==> src/assert_macros.svh <==
// Assertion helpers shared by the block's modules
`ifndef ASSERT_MACROS_SVH
`define ASSERT_MACROS_SVH

// Checked at every rising edge outside of reset
`define HBRS_ASSERT(label, prop, msg) \
  label: assert property (@(posedge clk) disable iff (rst) prop) else $error(msg);

// Checked at every rising edge, reset included
`define HBRS_ASSERT_ALWAYS(label, prop, msg) \
  label: assert property (@(posedge clk) prop) else $error(msg);

`endif

==> src/hbrs_pkg.sv <==
package hbrs_pkg;

  // Defaults for the top-level parameters
  localparam int MAX_RECORDS_DEF = 16;
  localparam int KEY_BITS_DEF    = 32;

  // Bucket accounting
  localparam logic [15:0] HEADER_BYTES       = 16'd12;
  localparam logic [15:0] PER_RECORD_BYTES   = 16'd4;
  localparam logic [15:0] BUCKET_BYTES_RESET = 16'd512;

  typedef enum logic [1:0] {
    REQ_LOOKUP  = 2'd0,
    REQ_INSERT  = 2'd1,
    REQ_DELETE  = 2'd2,
    REQ_REPLACE = 2'd3
  } req_type_t;

  typedef struct packed {
    req_type_t   req_type;
    logic [31:0] key;
    logic [15:0] rec_size;
    logic [31:0] rec_value;
  } req_t;

  typedef struct packed {
    logic        ok;
    logic [31:0] hit_value;
    logic [15:0] hit_size;
    logic [15:0] free_bytes;
    logic [4:0]  record_count;
  } rsp_t;

  // One record payload as held in the slot RAM
  typedef struct packed {
    logic [31:0] value;
    logic [15:0] size;
  } slot_data_t;

  // Controller to datapath commands
  typedef struct packed {
    logic load_req;   // capture the accepted request
    logic capture;    // register key search results
    logic exec;       // apply the update and load the result register
    logic cfg_write;  // new bucket size: empty the bucket
  } dp_cmd_t;

endpackage

==> src/hbrs_ram.sv <==
module hbrs_ram #(
  parameter int WIDTH = 8,
  parameter int DEPTH = 16
) (
  input  logic                                   clk,
  input  logic                                   wr_en,
  input  logic [(DEPTH > 1 ? $clog2(DEPTH) : 1)-1:0] wr_addr,
  input  logic [WIDTH-1:0]                       wr_data,
  input  logic [(DEPTH > 1 ? $clog2(DEPTH) : 1)-1:0] rd_addr,
  output logic [WIDTH-1:0]                       rd_data
);

  logic [WIDTH-1:0] mem [DEPTH];

  // One write port, registered read port
  always_ff @(posedge clk) begin
    if (wr_en) begin
      mem[wr_addr] <= wr_data;
    end
    rd_data <= mem[rd_addr];
  end

endmodule

==> src/hbrs_ctrl.sv <==
`include "assert_macros.svh"

module hbrs_ctrl (
  input  logic                clk,
  input  logic                rst,
  input  logic                req_valid,
  output logic                req_stall,
  output logic                rsp_valid,
  input  logic                rsp_stall,
  input  logic                cfg_valid,
  output logic                cfg_ready,
  output hbrs_pkg::dp_cmd_t   cmd
);

  typedef enum logic [1:0] {
    S_IDLE,
    S_CMP,
    S_EXEC
  } state_t;

  state_t state;
  logic   can_finish;
  logic   req_acc;

  // Result register is free or being emptied this cycle
  assign can_finish = !rsp_valid || !rsp_stall;
  assign req_stall  = !((state == S_IDLE) || ((state == S_EXEC) && can_finish));
  assign req_acc    = req_valid && !req_stall;
  assign cfg_ready  = (state == S_IDLE);

  // Datapath commands
  always_comb begin
    cmd           = '0;
    cmd.load_req  = req_acc;
    cmd.capture   = (state == S_CMP);
    cmd.exec      = (state == S_EXEC) && can_finish;
    cmd.cfg_write = cfg_valid && cfg_ready;
  end

  // State and result valid
  always_ff @(posedge clk) begin
    if (rst) begin
      state     <= S_IDLE;
      rsp_valid <= 1'b0;
    end else begin
      // A new result replaces the one leaving this cycle
      if (cmd.exec) begin
        rsp_valid <= 1'b1;
      end else if (rsp_valid && !rsp_stall) begin
        rsp_valid <= 1'b0;
      end
      unique case (state)
        S_IDLE: begin
          if (req_acc) begin
            state <= S_CMP;
          end
        end
        S_CMP: begin
          state <= S_EXEC;
        end
        S_EXEC: begin
          if (can_finish) begin
            state <= req_acc ? S_CMP : S_IDLE;
          end
        end
        default: begin
          state <= S_IDLE;
        end
      endcase
    end
  end

  `HBRS_ASSERT(a_acc_to_cmp, req_acc |=> (state == S_CMP), "accepted request did not enter compare")
  `HBRS_ASSERT(a_cmp_to_exec, (state == S_CMP) |=> (state == S_EXEC), "compare not followed by execute")
  `HBRS_ASSERT(a_exec_sets_valid, cmd.exec |=> rsp_valid, "executed request left no result")

endmodule

==> src/hbrs_dp.sv <==
`include "assert_macros.svh"

module hbrs_dp #(
  parameter int MAX_RECORDS = hbrs_pkg::MAX_RECORDS_DEF,
  parameter int KEY_BITS    = hbrs_pkg::KEY_BITS_DEF
) (
  input  logic              clk,
  input  logic              rst,
  input  hbrs_pkg::dp_cmd_t cmd,
  input  hbrs_pkg::req_t    req_data,
  input  logic [15:0]       cfg_data,
  output hbrs_pkg::rsp_t    rsp_data
);

  localparam int IDX_W = (MAX_RECORDS > 1) ? $clog2(MAX_RECORDS) : 1;
  localparam int CNT_W = $clog2(MAX_RECORDS + 1);
  localparam int SLOT_W = $bits(hbrs_pkg::slot_data_t);

  hbrs_pkg::req_t     req_q;
  logic [MAX_RECORDS-1:0] valid_q;
  logic [KEY_BITS-1:0]    keys_q [MAX_RECORDS];
  logic [15:0]            budget;
  logic [CNT_W-1:0]       count;

  // Search results
  logic [KEY_BITS-1:0]    key_m;
  logic [MAX_RECORDS-1:0] match;
  logic                   hit_any, free_any;
  logic [IDX_W-1:0]       hit_idx, free_idx;
  logic                   hit_q, free_any_q;
  logic [IDX_W-1:0]       hit_idx_q, free_idx_q;

  // Execute stage
  hbrs_pkg::slot_data_t   rd_slot;
  logic [SLOT_W-1:0]      rd_raw;
  hbrs_pkg::slot_data_t   wr_slot;
  logic                   wr_en;
  logic [IDX_W-1:0]       wr_addr;
  logic [16:0]            ins_cost, rep_avail, rep_left;
  logic [17:0]            del_sum;
  logic                   ok;
  logic [15:0]            budget_next;
  logic [CNT_W-1:0]       count_next;
  logic                   set_valid, clr_valid;

  assign key_m = KEY_BITS'(req_q.key);

  // Parallel key compare and lowest free slot
  always_comb begin
    hit_idx  = '0;
    free_idx = '0;
    for (int i = MAX_RECORDS - 1; i >= 0; i--) begin
      match[i] = valid_q[i] && (keys_q[i] == key_m);
      if (match[i]) begin
        hit_idx = IDX_W'(i);
      end
      if (!valid_q[i]) begin
        free_idx = IDX_W'(i);
      end
    end
    hit_any  = |match;
    free_any = !(&valid_q);
  end

  // Request and search registers
  always_ff @(posedge clk) begin
    if (cmd.load_req) begin
      req_q <= req_data;
    end
    if (cmd.capture) begin
      hit_q      <= hit_any;
      hit_idx_q  <= hit_idx;
      free_any_q <= free_any;
      free_idx_q <= free_idx;
    end
  end

  // Record value and size, read at the hit slot during compare
  hbrs_ram #(
    .WIDTH (SLOT_W),
    .DEPTH (MAX_RECORDS)
  ) u_slot_ram (
    .clk     (clk),
    .wr_en   (wr_en),
    .wr_addr (wr_addr),
    .wr_data (wr_slot),
    .rd_addr (hit_idx),
    .rd_data (rd_raw)
  );

  assign rd_slot = rd_raw;

  // Budget arithmetic
  assign ins_cost  = {1'b0, req_q.rec_size} + 17'(hbrs_pkg::PER_RECORD_BYTES);
  assign del_sum   = {2'b00, budget} + {2'b00, rd_slot.size}
                   + 18'(hbrs_pkg::PER_RECORD_BYTES);
  assign rep_avail = {1'b0, budget} + {1'b0, rd_slot.size};
  assign rep_left  = rep_avail - {1'b0, req_q.rec_size};

  // Request decode and update
  always_comb begin
    ok          = 1'b0;
    budget_next = budget;
    count_next  = count;
    wr_en       = 1'b0;
    wr_addr     = hit_idx_q;
    wr_slot     = '{value: req_q.rec_value, size: req_q.rec_size};
    set_valid   = 1'b0;
    clr_valid   = 1'b0;
    unique case (req_q.req_type)
      hbrs_pkg::REQ_LOOKUP: begin
        ok = hit_q;
      end
      hbrs_pkg::REQ_INSERT: begin
        if (!hit_q && free_any_q && (ins_cost <= {1'b0, budget})) begin
          ok          = 1'b1;
          budget_next = budget - ins_cost[15:0];
          count_next  = count + CNT_W'(1);
          wr_addr     = free_idx_q;
          set_valid   = 1'b1;
        end
      end
      hbrs_pkg::REQ_DELETE: begin
        if (hit_q) begin
          ok          = 1'b1;
          budget_next = (del_sum[17:16] != 2'b00) ? 16'hFFFF : del_sum[15:0];
          count_next  = count - CNT_W'(1);
          clr_valid   = 1'b1;
        end
      end
      hbrs_pkg::REQ_REPLACE: begin
        if (hit_q && (rep_avail >= {1'b0, req_q.rec_size})) begin
          ok          = 1'b1;
          budget_next = rep_left[16] ? 16'hFFFF : rep_left[15:0];
        end
      end
      default: begin
        ok = 1'b0;
      end
    endcase
    wr_en = cmd.exec && ok
         && ((req_q.req_type == hbrs_pkg::REQ_INSERT)
          || (req_q.req_type == hbrs_pkg::REQ_REPLACE));
  end

  // Bucket state
  always_ff @(posedge clk) begin
    if (rst) begin
      valid_q <= '0;
      count   <= '0;
      budget  <= hbrs_pkg::BUCKET_BYTES_RESET - hbrs_pkg::HEADER_BYTES;
    end else if (cmd.cfg_write) begin
      valid_q <= '0;
      count   <= '0;
      budget  <= (cfg_data >= hbrs_pkg::HEADER_BYTES) ?
                 cfg_data - hbrs_pkg::HEADER_BYTES : 16'd0;
    end else if (cmd.exec) begin
      budget <= budget_next;
      count  <= count_next;
      if (set_valid) begin
        valid_q[free_idx_q] <= 1'b1;
      end
      if (clr_valid) begin
        valid_q[hit_idx_q] <= 1'b0;
      end
    end
  end

  // Key store
  always_ff @(posedge clk) begin
    if (cmd.exec && set_valid) begin
      keys_q[free_idx_q] <= key_m;
    end
  end

  // Result register
  always_ff @(posedge clk) begin
    if (cmd.exec) begin
      rsp_data.ok           <= ok;
      rsp_data.hit_value    <= (req_q.req_type == hbrs_pkg::REQ_LOOKUP && hit_q) ?
                               rd_slot.value : 32'd0;
      rsp_data.hit_size     <= (req_q.req_type == hbrs_pkg::REQ_LOOKUP && hit_q) ?
                               rd_slot.size : 16'd0;
      rsp_data.free_bytes   <= budget_next;
      rsp_data.record_count <= 5'(count_next);
    end
  end

  `HBRS_ASSERT_ALWAYS(a_count_matches, (rst || (int'(count) == $countones(valid_q))), "record count disagrees with valid slots")
  `HBRS_ASSERT(a_count_bound, (int'(count) <= MAX_RECORDS), "record count above slot count")
  `HBRS_ASSERT(a_insert_has_slot, (cmd.exec && set_valid) |-> !valid_q[free_idx_q], "insert into an occupied slot")

endmodule

==> src/hash_bucket_record_store_core.sv <==
// Hash bucket record store: holds up to MAX_RECORDS records with unique keys and
// answers lookup, insert, delete and replace requests with one response each.
// A request passes a compare state, then an execute state, to its response
// register: compare checks the key against all slots in parallel and addresses
// the slot RAM at the hit slot; execute takes the RAM read data, updates the
// budget and writes the record. With the response taken promptly, a new request
// is accepted in the execute state of the one before; a stalled response holds
// off the next request only once that one has finished its compare. Writing
// bucket_bytes empties the bucket and reloads the free budget in the same cycle;
// there is no clearing pass after reset. Keys compare on their low KEY_BITS bits.
module hash_bucket_record_store_core #(
  parameter int MAX_RECORDS = hbrs_pkg::MAX_RECORDS_DEF,
  parameter int KEY_BITS    = hbrs_pkg::KEY_BITS_DEF
) (
  input  logic           clk,
  input  logic           rst,
  input  logic           req_valid,
  output logic           req_stall,
  input  hbrs_pkg::req_t req_data,
  output logic           rsp_valid,
  input  logic           rsp_stall,
  output hbrs_pkg::rsp_t rsp_data,
  input  logic           cfg_valid,
  output logic           cfg_ready,
  input  logic [15:0]    cfg_data
);

  hbrs_pkg::dp_cmd_t cmd;

  hbrs_ctrl u_ctrl (
    .clk       (clk),
    .rst       (rst),
    .req_valid (req_valid),
    .req_stall (req_stall),
    .rsp_valid (rsp_valid),
    .rsp_stall (rsp_stall),
    .cfg_valid (cfg_valid),
    .cfg_ready (cfg_ready),
    .cmd       (cmd)
  );

  hbrs_dp #(
    .MAX_RECORDS (MAX_RECORDS),
    .KEY_BITS    (KEY_BITS)
  ) u_dp (
    .clk      (clk),
    .rst      (rst),
    .cmd      (cmd),
    .req_data (req_data),
    .cfg_data (cfg_data),
    .rsp_data (rsp_data)
  );

endmodule
==> config.mk <==
export PLATFORM = sky130hd
export DESIGN_NAME = hash_bucket_record_store_core
export DESIGN_NICKNAME = d
export VERILOG_FILES = /design/src/hbrs_pkg.sv /design/src/hbrs_ram.sv /design/src/hbrs_ctrl.sv /design/src/hbrs_dp.sv /design/src/hash_bucket_record_store_core.sv
export VERILOG_INCLUDE_DIRS = /design/src /design/src/src
export SDC_FILE = /design/constraint.sdc
export NUM_CORES = 2
export LEC_CHECK = 0
export ABC_AREA = 1
export ABC_CLOCK_PERIOD_IN_PS = 12300
export CORE_ASPECT_RATIO = 0.9
export CORE_UTILIZATION = 40
export DETAILED_ROUTE_END_ITERATION = 10
export DONT_BUFFER_PORTS = 1
export GPL_TIMING_DRIVEN = 0
export PLACE_DENSITY = 0.54
export SLEW_MARGIN = 30
export SYNTH_ARGS = -nofsm -noshare
export SYNTH_HDL_FRONTEND = slang
export SYNTH_SLANG_ARGS = --single-unit
==> constraint.sdc <==
create_clock -name clk -period 12.3 [get_ports clk]
set_clock_uncertainty 0.1 [all_clocks]
set_input_delay 1.845 -clock clk [delete_from_list [all_inputs] [get_ports clk]]
set_output_delay 1.845 -clock clk [all_outputs]
set_load 0.005 [all_outputs]
Yosys cells after proc, flatten, opt, wreduce, memory -nomap -nowiden
Memories as Yosys holds them, arrays and structs flattened. A register that Yosys moved wholly into a read port is not among the register bits. Index checks and enable logic that the tools add are counted.

Mux-type cells: 70. $add $sub $neg: 9. $lt $le $gt $ge: 7. Equal/unequal tests: 23. Reductions and logical operators: 49. Bitwise operators: 3.

Operators with widths (number): $eq 32x32->1 (16); $mux 16 (13); $mux 4 (26); $pmux 16 s3 (1); $add 16x16->17 (2); $logic_and 1x1->1 (29); $add 18x3->18 const B (1); $add 16x3->17 const B (1); $ge 17x16->1 (1); $le 17x16->1 (1); $sub 17x16->17 (1); $and 16x16->16 (1); $ge 16x4->1 const B (1); $not 16->16 (1); $or 16x16->16 (1); $reduce_and 16->1 (1); $reduce_or 16->1 (1); $sub 16x16->16 (1); $sub 16x4->16 const B (1); $mux 1 (15); $mux 3 (4); $lt 4x5->1 const B (2); $mux 5 (2); $pmux 5 s2 (1); other kinds (19) (37).

Register bits: 202. Input port bits: 103. Memories: 2. RAM bits: 1280. Output and inout bits: 73.

Memories: u_dp.u_slot_ram.mem (words 16, bits a word 48, read ports 1, clocked after Yosys merged registers in 1, write ports 1, RTL line hbrs_ram.sv:13) `logic [WIDTH-1:0] mem [DEPTH];`; u_dp.keys_q (words 16, bits a word 32, read ports 16, clocked after Yosys merged registers in 0, write ports 1, RTL line hbrs_dp.sv:21) `logic [KEY_BITS-1:0] keys_q [MAX_RECORDS];`.

Logic depth before layout (Yosys ltp)
An unclocked memory read counts as a cell.

Depth in word-level cells: 19. Gate-level depth with buffers: 33. Depth with buffers taken out: 30.

By module
From an unflattened synthesis, not the netlist that was laid out.

Cells, all modules: 6495. Area, all modules: 69151.3 um^2.

Modules (own cells, without submodules): hbrs_dp (area each 34999.8 um^2, cells each 3309, times used 1); hbrs_ram (area each 33988.8 um^2, cells each 3165, times used 1); hbrs_ctrl (area each 162.7 um^2, cells each 21, times used 1).

Worst setup path after synthesis
Ideal clock, no wire load.

Path type: reg2reg. From: register u_dp.req_q[36] in the netlist's numbering. To: memory u_dp.u_slot_ram.mem[0][0] in the netlist's numbering, enable pin. Period minus slack after synthesis: 6.298 ns. Data arrival time: 5.745 ns. Stages on the path, launching flop included: 29. Required time: 11.746 ns. Path buffers: 1. Slack: 6.002 ns. Cells stage by stage: edfxtp_1 > inv_1 > nor3_1 > nand2_1 > nor2_1 > inv_1 > nor3_1 > nand2_1 > nor2_1 > nand3_1 > nor3_1 > xor2_1 > ha_1 > inv_1 > nor2_1 > nand2_1 > nor2_1 > o31ai_1 > nand3_1 > o41ai_1 > nand3_1 > buf_2 > nor2_4 > inv_1 > o21ai_1 > inv_1 > nor3_2 > nand3_1 > nor2_1.

Longest elaborated chain between the ends: 9.

RTL lines: from (decl) (RTL line hbrs_dp.sv:19) `hbrs_pkg::req_t req_q;`; from (signal assigned) (RTL line hbrs_dp.sv:68) `req_q <= req_data;`; $add 16x3->17 (RTL line hbrs_dp.sv:94) `assign ins_cost = {1'b0, req_q.rec_size} + 17'(hbrs_pkg::PER_RECORD_BYTES);`; $le 17x16->1 (RTL line hbrs_dp.sv:115) `if (!hit_q && free_any_q && (ins_cost <= {1'b0, budget})) begin`; $logic_and 1x1->1 (RTL line hbrs_dp.sv:115); $mux 1 (RTL line hbrs_dp.sv:115); $pmux 1 s4 (RTL line hbrs_dp.sv:110) `unique case (req_q.req_type)`; $logic_and 1x1->1 (RTL line hbrs_dp.sv:141) `wr_en = cmd.exec && ok`; $logic_and 1x1->1 (RTL line hbrs_dp.sv:142) `&& ((req_q.req_type == hbrs_pkg::REQ_INSERT)`; $mux 1 (RTL line hbrs_ram.sv:17) `if (wr_en) begin`; $mux 1 (implied by the code) (RTL line hbrs_ram.sv:18) `mem[wr_addr] <= wr_data;`; to (decl) (RTL line hbrs_ram.sv:13).

Several ways; a longest one is shown, not always the timed one.

Worst setup path after layout
From: register u_dp.req_q[34] in the netlist's numbering. To: memory u_dp.u_slot_ram.mem[3][35] in the netlist's numbering, enable pin.

The elaborated chain is that of the path after synthesis.

==> metrics <==
status finished clean; gpl congestion ~0.95; final setup fails 0; Initial Util 40.4%; asr flop ratio synth 0%; Die ar. between 0.15 and 0.2 mm²; leak pwr 0.0294 µW; vias in the first global route 45300; io pins 176; pin count of the biggest net entering global routing 47; DIE HEIGHT around 390 µm; FMAX 134 MHz; Die Width 434 µm; DRT antenna net count 0; relative slew slack 26.5%; # placed instances 8439; Clock transition at path regs about 0.06 ns; post-synthesis instance total 6094; Total GRT Usage 26.3%; post-route setup slack 4.84 ns; first-pass GRT wire length about 320000 µm; Clock Power Share 42.1%; final period utilization 60.6%; non-filler cells, final 8744; sequential share of the synthesized area 67.0%; Worst Path Required 12.71 ns; CTS Root Cell clkbuf_16; Fin. Hold Viols 0; Sw Ratio 25.1%; Peak VDD IR 0.123 mV; min Tclk post-route approximately 7.5 ns; grt total ovfl 0; Pwr per Cell Area 151 mW/mm²; net switching power 2960 µW; RSZ-0062 raised after global routing false; worst reg2reg setup slack 4.84 ns; most common cell in the netlist nand2_1; Slew Viols, Final 0; clock buffer depth 3; Yosys reg bits between 1500 and 2000; Post-synth EDFFs 1442; # hold bufs at CTS 0; post-DP HPWL 161000 µm; Yosys top cell area share about 64%; Sink Count approximately 1500; H-tree depth 4; Setup crit start kind flop; WHS 0.392 ns; Avg WL per Cell ~26 µm; Yosys top cell by area edfxtp_1; num rows between 100 and 150; vias per cell 5.51; core area 0.167 mm²; CP Max Fanout 21; share of layout cells above drive strength 1 10.8%; Worst-Margin Slew 1.09 ns; Synthesized Nets 6273; Yosys Warn Count 0; largest cells by area after synthesis edfxtp_1 (64%), nand2_1 (10%), nand3_1 (5.4%); pre-CTS setup slack 4.81 ns; DRT Pass-1 Iters 6; worst hold path type flop to flop; CTS tree done; Nets 6552; clk_lat worst skew 0.83 ns; Seq pwr share 50.1%; DRC 0; total wire length between 200000 and 250000 µm; synthesized area around 0.067 mm²; ys flop type edfxtp_1; Max-cap violations 0; Post-Syn Area per Cell 11.0 µm²; internal power 8840 µW; kind of critical path flop to flop; commonest cells in the synthesized netlist nand2_1 (1854), edfxtp_1 (1442), nand3_1 (726); setup bufs post-CTS 0; post-CTS resize count 0; P&R area growth vs syn 15.9%; Port Buffers 0; Initial DRC Count roughly 6000; Arr. time, crit path approximately 7.9 ns; antenna violations before repair 14; combinational fraction of design power 7.8%; routed via count 48200; Setup TNS Final 0 ns; CTS Buf Count 164; count of cell types in the netlist 65; Critical Path End Type flop
==> flip-flops by register name (all words and copies together) (netlist names) <==
signal / count
u_ctrl.rsp_valid: 1
u_ctrl.state: 2
u_dp.budget: 16
u_dp.count: 5
u_dp.free_any_q: 1
u_dp.free_idx_q: 4
u_dp.hit_idx_q: 4
u_dp.hit_q: 1
u_dp.key_m: 32
u_dp.keys_q: 512
u_dp.req_q: 50
u_dp.rsp_data: 70
u_dp.u_slot_ram.mem: 768
u_dp.u_slot_ram.rd_data: 48
u_dp.valid_q: 16
==> critical path, stage by stage (launching register included) <==
cell and delay [ns]:
edfxtp_1 0.91, inv_1 0.24, nor3_1 0.32, nand2_1 0.14, nor2_1 0.19, inv_1 0.06, nor3_1 0.34, nand2_1 0.09
nor2_1 0.17, nand3_1 0.14, xor2_1 0.23, inv_1 0.07, ha_1 0.36, nand2_1 0.07, inv_1 0.07, nand4_1 0.16
o41ai_1 0.63, nand3_1 0.17, buf_2 0.25, nor2_4 0.15, inv_1 0.14, o21ai_1 0.11, inv_1 0.08, nor3_2 0.33
nand3_1 0.45, nor2_4 0.68, buf_16 0.25, buf_16 0.19
==> placed cells by master (no fill, tap or decap), types with 14 or more instances in the layout <==
cell	count
buf_6	63
nand4_1	36
a22o_1	24
inv_1	287
a221oi_1	28
clkbuf_8	14
edfxtp_1	1442
buf_4	55
o21ai_1	38
clkinv_1	30
xor2_1	91
clkbuf_1	97
a211oi_1	38
clkbuf_16	164
inv_2	33
nand2_1	1854
buf_2	134
xnor2_1	109
nor2_1	277
clkinv_2	32
a21boi_0	18
or2_2	30
buf_16	52
nor4_1	32
o22ai_1	73
nand3_1	726
o21ai_0	195
buf_8	25
nor3_1	36
dfxtp_1	88
a21oi_1	127
nor2_4	29
ha_1	73
==> power by group through the flow <==
stage               registers (µW)  logic (µW)  clock network, µW
finish                        5920         920               4970
global route                  5920         992               5220
CTS                           5910         904               5030
detailed placement            6020         900                  0
global placement              6090         793                  0
floorplan                     5960         536                  0
==> layer usage <==
metal,wire length (µm),GRT usage [%]
met3,24200,6.25
met4,5280,6.72
met1,99500,39.0
met5,88,0
met2,95600,38.3
==> layout make-up <==
cell class	count	area, µm²
antenna	2	5.00
fill	15200	88700
clock buffer	210	4420
buffer	297	1760
timing repair buffer	113	2250
sequential	1530	45100
inverter	325	1230
clock inverter	93	985
multi-input combinational	3942	19500
tap	2232	2790
==> cell families (layout without fill, tap and decap cells) <==
| group | Yosys count | in the layout | synth area share (%) |
|---|---|---|---|
| AOI/OAI and AO/OA | 595 | 595 | 5.31 |
| xor gates and xnor gates | 201 | 201 | 2.63 |
| adders and majority gates | 76 | 76 | 1.45 |
| buffers and inverters | 622 | 1038 | 4.42 |
| DFF | 1530 | 1530 | 67.0 |
| other | 0 | 2 | 0 |
| and+or+nand+nor | 3070 | 3070 | 19.2 |
==> path summary, 6_finish.rpt <==
path / start / to / cells after the start
setup / recovery: u_dp.req_q[34]$_DFFE_PP_ / u_dp.u_slot_ram.mem[3][35]$_DFFE_PP_ / 27
hold / removal: u_dp.key_m[22]$_DFFE_PP_ / u_dp.keys_q[13][22]$_DFFE_PP_ / 0
setup reg to reg: u_dp.req_q[34]$_DFFE_PP_ / u_dp.u_slot_ram.mem[3][35]$_DFFE_PP_ / 27
hold reg to reg: u_dp.key_m[22]$_DFFE_PP_ / u_dp.keys_q[13][22]$_DFFE_PP_ / 0
==> through the flow <==
step | util [%] | power, µW | cell area (µm²)
after floorplan | - | 6500 | 67300
after global routing | 46.8 | 12100 | 78000
after CTS | 46.8 | 11800 | 78000
final | 46.8 | 11800 | 78000
after detailed placement | 43.5 | 6920 | 72600
after global placement | 42.0 | 6890 | 70100
No activity file was read; power rests on OpenSTA's default activity.
